[src/rtl/bfha_pkg.sv]
`timescale 1ns / 1ps
`default_nettype none

package bfha_pkg;

  // table geometry and fixed field widths
  localparam int DEF_MAX_ENTRIES = 16;
  localparam int SIZE_W          = 16;
  localparam int TAG_W           = 8;
  localparam int SLACK_W         = 17;
  localparam int SLOT_W          = 4;

  // tag that marks a free hole
  localparam logic [TAG_W-1:0]   HOLE_TAG    = 8'd72;
  localparam logic [SLACK_W-1:0] SLACK_RESET = 17'd100;

  // item kinds
  localparam logic KIND_APPEND = 1'b0;
  localparam logic KIND_ALLOC  = 1'b1;

  // result status codes
  typedef enum logic [1:0] {
    ST_DONE = 2'd0,
    ST_FAIL = 2'd1,
    ST_FULL = 2'd2
  } status_t;

  // sequencer states
  typedef enum logic [1:0] {
    S_IDLE,
    S_SCAN,
    S_DONE
  } state_t;

  // search token passed from cell to cell (slot index travels beside it)
  typedef struct packed {
    logic               valid;
    logic               found;
    logic               exact;
    logic [SLACK_W-1:0] best_left;
  } scan_t;

  // broadcast write into the cell row (index travels beside it)
  typedef struct packed {
    logic              we;
    logic [SIZE_W-1:0] size;
    logic [TAG_W-1:0]  tag;
  } wr_t;

endpackage

`default_nettype wire

[src/rtl/bfha_cell.sv]
`timescale 1ns / 1ps
`default_nettype none

module bfha_cell #(
  parameter int IDX = 0,
  parameter int IW  = 4,
  parameter int CW  = 5
) (
  input  wire logic                       clk,
  input  wire logic                       rst_n,
  input  wire logic [CW-1:0]              count,
  input  wire logic [bfha_pkg::SIZE_W-1:0] req,
  input  wire bfha_pkg::wr_t              wr,
  input  wire logic [IW-1:0]              wr_idx,
  input  wire bfha_pkg::scan_t            tok_in,
  input  wire logic [IW-1:0]              slot_in,
  output bfha_pkg::scan_t                 tok_out,
  output logic [IW-1:0]                   slot_out
);
  import bfha_pkg::*;

  localparam logic [IW-1:0] MY_IDX = IW'(IDX);
  localparam logic [CW-1:0] MY_POS = CW'(IDX);

  logic [SIZE_W-1:0] size_r;
  logic [TAG_W-1:0]  tag_r;
  scan_t             tok_r, tok_nxt;
  logic [IW-1:0]     slot_r, slot_nxt;
  logic              qualifies;
  logic [SIZE_W-1:0] left;

  // entry storage, written by append or by a granted allocation
  always_ff @(posedge clk) begin
    if (wr.we && (wr_idx == MY_IDX)) begin
      size_r <= wr.size;
      tag_r  <= wr.tag;
    end
  end

  // compare this entry against the passing token
  always_comb begin
    qualifies = tok_in.valid && !tok_in.exact && (MY_POS < count) &&
                (tag_r == HOLE_TAG) && (size_r >= req);
    left      = size_r - req;
    tok_nxt   = tok_in;
    slot_nxt  = slot_in;
    if (qualifies) begin
      if (left == '0) begin
        tok_nxt.exact = 1'b1;
        tok_nxt.found = 1'b1;
        slot_nxt      = MY_IDX;
      end else if ({1'b0, left} < tok_in.best_left) begin
        tok_nxt.best_left = {1'b0, left};
        tok_nxt.found     = 1'b1;
        slot_nxt          = MY_IDX;
      end
    end
  end

  // token register toward the next cell
  always_ff @(posedge clk) begin
    if (!rst_n) begin
      tok_r.valid <= 1'b0;
    end else begin
      tok_r.valid <= tok_nxt.valid;
    end
    tok_r.found     <= tok_nxt.found;
    tok_r.exact     <= tok_nxt.exact;
    tok_r.best_left <= tok_nxt.best_left;
    slot_r          <= slot_nxt;
  end

  assign tok_out  = tok_r;
  assign slot_out = slot_r;

endmodule

`default_nettype wire

[src/rtl/best_fit_hole_allocator.sv]
`timescale 1ns / 1ps
`default_nettype none

// channel   direction  handshake               payload
// in_       input      in_valid / in_ready     in_kind, in_block_size, in_owner_tag
// out_      output     out_valid / out_ready   out_status, out_slot
// cfg_      input      cfg_we (no wait)        cfg_wdata (slack limit)
//
// an append item's result is registered, then goes to the output register once free
// an allocate item walks the cell row one cell a cycle
// one item is in work at a time; a new item is taken while the last result
// still sits in the output register
// rst_n is synchronous: clears the entry count, slack limit and all control
// table entries are not cleared; only entries below the count are ever looked at

module best_fit_hole_allocator #(
  parameter int MAX_ENTRIES = bfha_pkg::DEF_MAX_ENTRIES
) (
  input  wire logic                         clk,
  input  wire logic                         rst_n,
  input  wire logic                         in_valid,
  output logic                              in_ready,
  input  wire logic                         in_kind,
  input  wire logic [bfha_pkg::SIZE_W-1:0]  in_block_size,
  input  wire logic [bfha_pkg::TAG_W-1:0]   in_owner_tag,
  output logic                              out_valid,
  input  wire logic                         out_ready,
  output logic [1:0]                        out_status,
  output logic [bfha_pkg::SLOT_W-1:0]       out_slot,
  input  wire logic                         cfg_we,
  input  wire logic [bfha_pkg::SLACK_W-1:0] cfg_wdata
);
  import bfha_pkg::*;

  localparam int IW = (MAX_ENTRIES > 1) ? $clog2(MAX_ENTRIES) : 1;
  localparam int CW = $clog2(MAX_ENTRIES + 1);
  localparam int CMP_W = (CW > IW) ? CW : IW;
  localparam logic [CW-1:0] FULL_COUNT = CW'(MAX_ENTRIES);

  state_t              state_r, state_nxt;
  logic [CW-1:0]       count_r;
  logic [SLACK_W-1:0]  slack_r;
  logic [SIZE_W-1:0]   req_r;
  logic [TAG_W-1:0]    tag_r;
  scan_t               launch_r;
  status_t             res_status_r;
  logic [SLOT_W-1:0]   res_slot_r;
  logic                out_valid_r;
  status_t             out_status_r;
  logic [SLOT_W-1:0]   out_slot_r;

  logic                in_acc;
  logic                load_out;
  logic                is_full;
  logic                scan_end;
  wr_t                 wr;
  logic [IW-1:0]       wr_idx;
  logic [IW+SLOT_W-1:0] best_ext;
  logic [CW+SLOT_W-1:0] count_ext;

  scan_t               tok_in  [MAX_ENTRIES];
  scan_t               tok_out [MAX_ENTRIES];
  logic [IW-1:0]       slot_in [MAX_ENTRIES];
  logic [IW-1:0]       slot_out[MAX_ENTRIES];
  logic [MAX_ENTRIES-1:0] tok_valid_vec;

  // next state
  always_comb begin
    state_nxt = state_r;
    case (state_r)
      S_IDLE: begin
        if (in_acc) begin
          state_nxt = (in_kind == KIND_ALLOC) ? S_SCAN : S_DONE;
        end
      end
      S_SCAN: begin
        if (scan_end) begin
          state_nxt = S_DONE;
        end
      end
      S_DONE: begin
        if (load_out) begin
          state_nxt = S_IDLE;
        end
      end
      default: state_nxt = S_IDLE;
    endcase
  end

  // state outputs
  always_comb begin
    in_ready = 1'b0;
    load_out = 1'b0;
    case (state_r)
      S_IDLE:  in_ready = 1'b1;
      S_SCAN:  in_ready = 1'b0;
      S_DONE:  load_out = !out_valid_r || out_ready;
      default: in_ready = 1'b0;
    endcase
  end

  assign in_acc    = in_valid && in_ready;
  assign is_full   = (count_r == FULL_COUNT);
  assign scan_end  = (state_r == S_SCAN) && tok_out[MAX_ENTRIES-1].valid;
  assign best_ext  = {{SLOT_W{1'b0}}, slot_out[MAX_ENTRIES-1]};
  assign count_ext = {{SLOT_W{1'b0}}, count_r};

  // write into the cell row: append at the tail, or grant at scan end
  always_comb begin
    wr.we   = 1'b0;
    wr.size = req_r;
    wr.tag  = tag_r;
    wr_idx  = slot_out[MAX_ENTRIES-1];
    if (in_acc && (in_kind == KIND_APPEND)) begin
      wr.we   = !is_full;
      wr.size = in_block_size;
      wr.tag  = in_owner_tag;
      wr_idx  = count_r[IW-1:0];
    end else if (scan_end) begin
      wr.we   = tok_out[MAX_ENTRIES-1].found;
    end
  end

  // control registers and launch token
  always_ff @(posedge clk) begin
    if (!rst_n) begin
      state_r        <= S_IDLE;
      count_r        <= '0;
      slack_r        <= SLACK_RESET;
      launch_r.valid <= 1'b0;
      out_valid_r    <= 1'b0;
    end else begin
      state_r        <= state_nxt;
      launch_r.valid <= in_acc && (in_kind == KIND_ALLOC);
      if (cfg_we) begin
        slack_r <= cfg_wdata;
      end
      if (in_acc && (in_kind == KIND_APPEND) && !is_full) begin
        count_r <= count_r + 1'b1;
      end
      if (load_out) begin
        out_valid_r <= 1'b1;
      end else if (out_ready) begin
        out_valid_r <= 1'b0;
      end
    end
    launch_r.found     <= 1'b0;
    launch_r.exact     <= 1'b0;
    launch_r.best_left <= slack_r;
  end

  // item payload and result registers
  always_ff @(posedge clk) begin
    if (in_acc) begin
      req_r <= in_block_size;
      tag_r <= in_owner_tag;
    end
    if (in_acc && (in_kind == KIND_APPEND)) begin
      res_status_r <= is_full ? ST_FULL : ST_DONE;
      res_slot_r   <= is_full ? '0 : count_ext[SLOT_W-1:0];
    end else if (scan_end) begin
      res_status_r <= tok_out[MAX_ENTRIES-1].found ? ST_DONE : ST_FAIL;
      res_slot_r   <= tok_out[MAX_ENTRIES-1].found ? best_ext[SLOT_W-1:0] : '0;
    end
    if (load_out) begin
      out_status_r <= res_status_r;
      out_slot_r   <= res_slot_r;
    end
  end

  // row of cells, token handed one cell per cycle
  for (genvar i = 0; i < MAX_ENTRIES; i++) begin : g_cell
    if (i == 0) begin : g_head
      assign tok_in[i]  = launch_r;
      assign slot_in[i] = '0;
    end else begin : g_link
      assign tok_in[i]  = tok_out[i-1];
      assign slot_in[i] = slot_out[i-1];
    end
    assign tok_valid_vec[i] = tok_out[i].valid;

    bfha_cell #(
      .IDX (i),
      .IW  (IW),
      .CW  (CW)
    ) u_cell (
      .clk      (clk),
      .rst_n    (rst_n),
      .count    (count_r),
      .req      (req_r),
      .wr       (wr),
      .wr_idx   (wr_idx),
      .tok_in   (tok_in[i]),
      .slot_in  (slot_in[i]),
      .tok_out  (tok_out[i]),
      .slot_out (slot_out[i])
    );
  end

  assign out_valid  = out_valid_r;
  assign out_status = out_status_r;
  assign out_slot   = out_slot_r;

  // at most one search token in the row
  a_one_token: assert property (@(posedge clk) disable iff (!rst_n)
    $onehot0({launch_r.valid, tok_valid_vec}))
    else $error("more than one search token in flight");

  // entry count never passes the table size
  a_count_bound: assert property (@(posedge clk) disable iff (!rst_n)
    count_r <= FULL_COUNT)
    else $error("entry count beyond table size");

  // a granted slot lies inside the filled part of the table
  a_slot_valid: assert property (@(posedge clk) disable iff (!rst_n)
    (scan_end && tok_out[MAX_ENTRIES-1].found) |->
      (CMP_W'(slot_out[MAX_ENTRIES-1]) < CMP_W'(count_r)))
    else $error("granted slot outside table");

  // a stored append bumps the count by one
  a_append_count: assert property (@(posedge clk) disable iff (!rst_n)
    (in_acc && (in_kind == KIND_APPEND) && !is_full) |=>
      (count_r == $past(count_r) + 1'b1))
    else $error("append did not advance entry count");

  // tokens only travel while a scan is under way
  a_scan_state: assert property (@(posedge clk) disable iff (!rst_n)
    (|tok_valid_vec) |-> (state_r == S_SCAN))
    else $error("search token outside scan");

endmodule

`default_nettype wire

[config.mk]
export PLATFORM = sky130hd
export DESIGN_NAME = best_fit_hole_allocator
export DESIGN_NICKNAME = d
export VERILOG_FILES = /design/src/rtl/bfha_pkg.sv /design/src/rtl/bfha_cell.sv /design/src/rtl/best_fit_hole_allocator.sv
export SDC_FILE = /design/constraint.sdc
export NUM_CORES = 2
export LEC_CHECK = 0
export BUFFER_PORTS_ARGS = -buffer_cell sky130_fd_sc_hd__buf_2
export CORE_MARGIN = 5
export CORE_UTILIZATION = 55
export CTS_BUF_LIST = sky130_fd_sc_hd__clkbuf_16
export DETAILED_ROUTE_END_ITERATION = 8
export PLACE_DENSITY = 0.71
export SLEW_MARGIN = 20
export SYNTH_ARGS = -nofsm -noshare
export SYNTH_HDL_FRONTEND = slang
export SYNTH_SLANG_ARGS = --single-unit
export TNS_END_PERCENT = 1
[constraint.sdc]
create_clock -name clk -period 8.45 [get_ports clk]
set_input_delay 0.4225 -clock clk [delete_from_list [all_inputs] [get_ports clk]]
set_output_delay 0.4225 -clock clk [all_outputs]
set_load 0.02 [all_outputs]
---- Yosys cells after proc, flatten, opt, wreduce, memory -nomap -nowiden ----
Index checks and enable logic that the tools add are counted.
word-level totals
  word-level logic and storage cells ...... 511
  register bits after elaboration ......... 825
  input port bits ......................... 47
operators by class
  equality and inequality tests ........... 37
  $lt $le $gt $ge ......................... 48
  mux-type cells .......................... 161
  reduce and logical (&&, ||, !) cells .... 124
  bitwise gates (word level) .............. 2
  add/sub/neg operators ................... 17
operator list
  kind                                                        count
  two-way mux 17 bit                                          33
  two-way mux 19 bit                                          15
  less-than comparator 16 x 17 -> 1 bit                       16
  >= comparator 16 bit                                        16
  zero test 16 bit                                            16
  subtractor 16 bit                                           16
  two-way mux 4 bit                                           47
  equality test 8 x 7 -> 1 bit (second input constant)        16
  logical AND 1 bit                                           84
  two-way mux 1 bit                                           57
  less-than comparator 4 x 5 -> 1 bit (first input constant)  8
  equality test 4 bit (second input constant)                 8
  two-way mux 24 bit                                          1
  less-than comparator 3 x 5 -> 1 bit (first input constant)  4
  zero test 1 bit                                             17
  equality test 4 x 3 -> 1 bit (second input constant)        4
  two-way mux 2 bit                                           7
  less-than comparator 1 x 5 -> 1 bit (first input constant)  2
  less-than comparator 2 x 5 -> 1 bit (first input constant)  2
  equality test 4 x 2 -> 1 bit (second input constant)        2
  != test 2 bit (second input constant)                       3
  one-hot mux 2 bit (3 select lines)                          1
  adder 5 x 1 -> 5 bit (second input constant)                1
  equality test 5 bit (second input constant)                 1
  other kinds (10)                                            12

---- Logic depth before layout (Yosys ltp) ----
  depth in word-level cells ............... 7
  depth in mapped cells ................... 21
  depth with buffers taken out ............ 21

---- Hierarchy ----
From an unflattened synthesis, not the netlist that was laid out.
second synthesis, totals
  cells, all modules ...................... 5122
  area total of the unflattened synthesis .. 51294.2 µm²
by module, submodules not included
  module                         sequential area each (µm²)  cells an instance  instances  area each (µm²)
  bfha_cell (g_cell[6].u_cell)   1201.2                      329                1          3208.1
  bfha_cell (g_cell[10].u_cell)  1201.2                      322                1          3168.0
  bfha_cell (g_cell[1].u_cell)   1201.2                      325                1          3163.0
  bfha_cell (g_cell[2].u_cell)   1201.2                      326                1          3130.5
  bfha_cell (g_cell[11].u_cell)  1201.2                      324                1          3125.5
  bfha_cell (g_cell[9].u_cell)   1201.2                      295                1          3025.4
  bfha_cell (g_cell[14].u_cell)  1201.2                      296                1          3017.9
  bfha_cell (g_cell[5].u_cell)   1201.2                      293                1          3002.9
  bfha_cell (g_cell[13].u_cell)  1201.2                      293                1          2999.1
  bfha_cell (g_cell[8].u_cell)   1201.2                      302                1          2985.4
  bfha_cell (g_cell[0].u_cell)   1201.2                      307                1          2976.6
  bfha_cell (g_cell[12].u_cell)  1201.2                      296                1          2955.3
  bfha_cell (g_cell[4].u_cell)   1201.2                      297                1          2941.6
  bfha_cell (g_cell[3].u_cell)   1201.2                      291                1          2910.3
  3 more rows                    --                          --                 --         --

---- Worst setup path before layout ----
No wires, ideal clock.
  path kind ............................... reg-to-reg
  from .................................... reg req_r[1]
  to ...................................... reg g_cell[11].u_cell.tok_r (netlist bit g_cell[11].u_cell.tok_out[6])
  period minus slack after synthesis ...... 5.535 ns
  setup time .............................. 0.121 ns
  data arrival time ....................... 5.414 ns
  stages on the path, launching flop included .. 17
  data required time ...................... 8.329 ns
  slack ................................... 2.915 ns
  cells stage by stage .................... edfxtp_1 inv_1 fa_1 a21o_1 a221oi_1 o21ai_0 nor3_1 ha_1 a21o_1 a21o_1 a2111oi_0 o21ai_0 a221oi_1 nand2_1 nor2_1 clkbuf_1 mux2_2
RTL lines
  item                      RTL line                        source
  start: declaration        best_fit_hole_allocator.sv:43   logic [SIZE_W-1:0] req_r;
  start signal: assignment  best_fit_hole_allocator.sv:155  req_r <= in_block_size;
  end: declaration          bfha_cell.sv:27                 scan_t tok_r, tok_nxt;

==> flow_summary.json <==
{
  "hold_violations": 0,
  "cp-start-kind": "register",
  "multi_input_comb_area_um2": 24600,
  "ys_warn_count": 0,
  "final.period_utilization_pct": 73.1,
  "detailed_place.area_um2": 48800,
  "synth_sequential_area_ratio_pct": 43.8,
  "setup_tns_ns": 0,
  "post-route-min-period_ns": 6.17,
  "initial_antenna_violation_count": 12,
  "worst_ep_required_time_ns": 8.98,
  "dieWidth_um": 302,
  "clkLatencyLatePin_ns": 0.65,
  "synth-async-reset-ratio_pct": 0,
  "drv_slew": 0,
  "drt-wirelength-per-cell_um": 23.2,
  "firstDrtPassIters": 6,
  "pin_count": 55,
  "worstPathMaxFanout": 21,
  "placementRows": 107,
  "synth_edf_count": 420,
  "dr_total_vias": 37082,
  "first_global_vias": 34690,
  "number_of_flip_flops_and_latches_in_the_synthesized_netlist": 814,
  "ant_nets": 0,
  "worstHoldPathType": "input pin to register",
  "max_cap_viol_count": 0,
  "tritoncts_clock_tree": "done",
  "track_usage_pct": 29.6,
  "dominantRegCellSynth": "sky130_fd_sc_hd__edfxtp_1",
  "transition_time_at_the_pin_with_the_least_slew_margin_ns": 1.19,
  "timing.clock.skew_ns": 0.0204,
  "slew_limit_headroom_pct": 20.5,
  "setup.reg_to_reg.worst_slack_ns": 2.28,
  "routed_via_density": 6.21,
  "place.gp.congestion": 0.940,
  "synth_top_cell_by_area": "sky130_fd_sc_hd__edfxtp_1",
  "fp.coreArea_um2": 84700,
  "setup_viol_count_final": 0,
  "clk_transition_reported_paths_ns": 0.06,
  "cts.root.buffer_cell": "sky130_fd_sc_hd__clkbuf_16",
  "initial_core_util_pct": 55.2,
  "die_height_um": 302,
  "maximum_ir_drop_on_the_vdd_rail_mv": 0.180,
  "buffer_ports.inserted": 54,
  "worstReg2RegStart": "req_r[1]",
  "status": "complete, no violations",
  "grt_overflow_total": 0,
  "synth.area.top_cells": "sky130_fd_sc_hd__edfxtp_1, sky130_fd_sc_hd__dfxtp_1, sky130_fd_sc_hd__ha_1",
  "critPathKind": "register to register",
  "cts.sinks": 814,
  "critical_path.reg2reg.endpoint": "g_cell[11].u_cell.tok_out[6]",
  "yosys.area.top_type_share_pct": 27.0,
  "ff_latch_area_um2": 20500,
  "power.density_nw_per_um2": 192,
  "design_area_um2": 51900,
  "power.leakage_nw": 21.2,
  "post_place_cells": 5787,
  "cts.htree.levels": 3,
  "first_pass_grt_wire_length_um": 207000,
  "final_net_count": 5315,
  "detail_route.iter0.violations": 3860,
  "post_syn_nets": 5170,
  "setup.worst_path.end": "g_cell[11].u_cell.tok_out[6]",
  "synthMostInstantiatedCell": "sky130_fd_sc_hd__ha_1",
  "cts-root-to-sink-buffers": 3,
  "report.power.total_w": 0.00994,
  "max_freq_ghz": 0.162,
  "remaining_drc_errors": 0,
  "cts_buffers": 88,
  "final-instance-count-excl-fill": 5976,
  "syn_area_per_cell_um2": 10.1,
  "die_area_um2": 91000,
  "rr_worst_depth": 18,
  "setup_repair_after_global_routing_missed_its_margin": "false",
  "synth_common_cells": "sky130_fd_sc_hd__ha_1, sky130_fd_sc_hd__edfxtp_1, sky130_fd_sc_hd__inv_1, sky130_fd_sc_hd__dfxtp_1, sky130_fd_sc_hd__nand2_1",
  "critPathArrivalTime_ns": 6.70,
  "worstSetupEndpointType": "register",
  "post_cts.repair.setup_buffers": 0,
  "startpoint": "req_r[1]",
  "syn_to_final_growth_pct": 11.0,
  "netlist_area_um2": 46800,
  "netlist_instances": 4609,
  "ratio_of_cells_with_drive_above_1_in_the_final_layout_pct": 9.84,
  "grt_start_max_net_pins": 55,
  "dp.final_hpwl_um": 99000,
  "yosysUniqueCellTypes": 92,
  "postRouteWirelength_um": 139000,
  "final.fill_count": 6933
}
## cell usage in the layout, fill, tap and decap left out, drive strengths merged, types with 26 or more instances in the layout
cell	netlist	layout
mux2	98	98
a31oi	33	33
clkinv	0	35
nor2b	68	68
and2	48	48
a21boi	27	27
o31ai	32	32
clkbuf	67	94
nor4b	28	28
xor2	71	71
inv	420	448
or4b	28	28
nor2	266	266
mux2i	46	46
nor4	49	49
nor3	76	76
nand2b	66	66
or2	34	34
or3	34	34
o21a	76	76
o21ai	249	249
buf	14	115
ha	498	498
a21oi	272	272
nand2	280	280
a21o	120	120
dfxtp	394	394
nor3b	31	31
or4	28	28
nand3	109	109
a22o	41	41
nand4	59	59
a211oi	63	63
o2111ai	26	26
edfxtp	420	420
xnor2	94	94
o211ai	34	34
and3	33	33
## timing repair
item                                   4_1_cts  5_1_grt
endpoints found under the hold margin       21        0
hold buffers                                21        0
gates resized for setup                      0        0
## routing by layer
| metal | wire length, um | vias to the layer above | GRT usage [%] |
|---|---|---|---|
| li1 | - | 17423 | - |
| met1 | 60800 | 17792 | 43.2 |
| met2 | 60300 | 1623 | 45.8 |
| met3 | 13600 | 244 | 5.05 |
| met4 | 3850 | 0 | 8.07 |
| met5 | 0 | - | 0 |
## how the worst min path moves through the flow
stage	cells after the start	endpoint	startpoint
4_1_cts	3	slack_r[0]	cfg_wdata[0]
3_5_place_dp	0	launch_r[4]	slack_r[4]
5_1_grt	1	req_r[15]	in_block_size[15]
2_1_floorplan	0	launch_r[0]	slack_r[0]
3_3_place_gp	0	launch_r[8]	slack_r[8]
6_report	3	slack_r[11]	cfg_wdata[11]
## cell type report
type / instances / share of cell area (%)
Clock inverter: 71 / 1.04
Timing Repair Buffer: 136 / 1.81
Sequential cell: 814 / 39.5
Antenna cell: 3 / 0.0145
Inverter: 420 / 3.04
Multi-Input combinational cell: 3294 / 47.3
Tap cell: 1144 / 2.76
Clock buffer: 94 / 4.53
## report_power, final
| part | switching [W] | total [W] | internal (W) |
|---|---|---|---|
| clock | 0.00167 | 0.00383 | 0.00216 |
| combinational | 0.00113 | 0.00177 | 0.000637 |
| sequential | 0.0000646 | 0.00435 | 0.00428 |
| total | 0.00286 | 0.00994 | 0.00708 |
## per-stage QoR
step / hold slack [ns] / util (%) / worst slack, ns
6_report: 0.0338 / 61.3 / 2.28
5_1_grt: 0.0272 / 61.3 / 1.80
4_1_cts: 0.00498 / 61.2 / 2.10
3_5_place_dp: 0.341 / 57.6 / 2.19
3_3_place_gp: 0.335 / 57.6 / 2.43
2_1_floorplan: 0.330 / - / 2.92
## kinds of logic (layout without fill, tap and decap cells)
group / count (synthesis) / in the layout / share of synthesized area [%]
xor gates and xnor gates: 165 / 165 / 3.09
adders and majority gates: 514 / 514 / 14.0
AOI/OAI and AO/OA: 1169 / 1169 / 16.7
buffers and inverters: 501 / 721 / 4.07
and+or+nand+nor: 1302 / 1302 / 14.9
other: 0 / 3 / 0
muxes: 144 / 144 / 3.38
DFF: 814 / 814 / 43.8
## flip-flops by register name, summed over array words and instances, names as in the netlist
name,cells
req_r,16
out_slot,4
slack_r,17
g_cell.u_cell.tok_out,302
g_cell.u_cell.slot_out,49
res_status_r,2
tag_r,8
g_cell.u_cell.size_r,256
out_valid,1
out_status,2
res_slot_r,4
state_r,2
count_r,5
launch_r,18
g_cell.u_cell.tag_r,128
## critical path, cell delays in order (launching register included)
cell and delay, ns:
sky130_fd_sc_hd__edfxtp_1 0.37, sky130_fd_sc_hd__inv_2 0.41, sky130_fd_sc_hd__buf_4 0.53, sky130_fd_sc_hd__ha_1 0.34
sky130_fd_sc_hd__nor2b_1 0.16, sky130_fd_sc_hd__o211ai_1 0.30, sky130_fd_sc_hd__a211oi_1 0.16, sky130_fd_sc_hd__or3_1 0.36
sky130_fd_sc_hd__nand2_1 0.13, sky130_fd_sc_hd__inv_1 0.06, sky130_fd_sc_hd__ha_1 0.19, sky130_fd_sc_hd__a21o_1 0.18
sky130_fd_sc_hd__a21o_1 0.19, sky130_fd_sc_hd__a2111oi_0 0.29, sky130_fd_sc_hd__o21ai_0 0.15, sky130_fd_sc_hd__a221oi_1 0.72
sky130_fd_sc_hd__nand2_1 0.29, sky130_fd_sc_hd__nor2_1 0.83, sky130_fd_sc_hd__mux2_2 0.42
No activity file was read; power rests on OpenSTA's default activity.
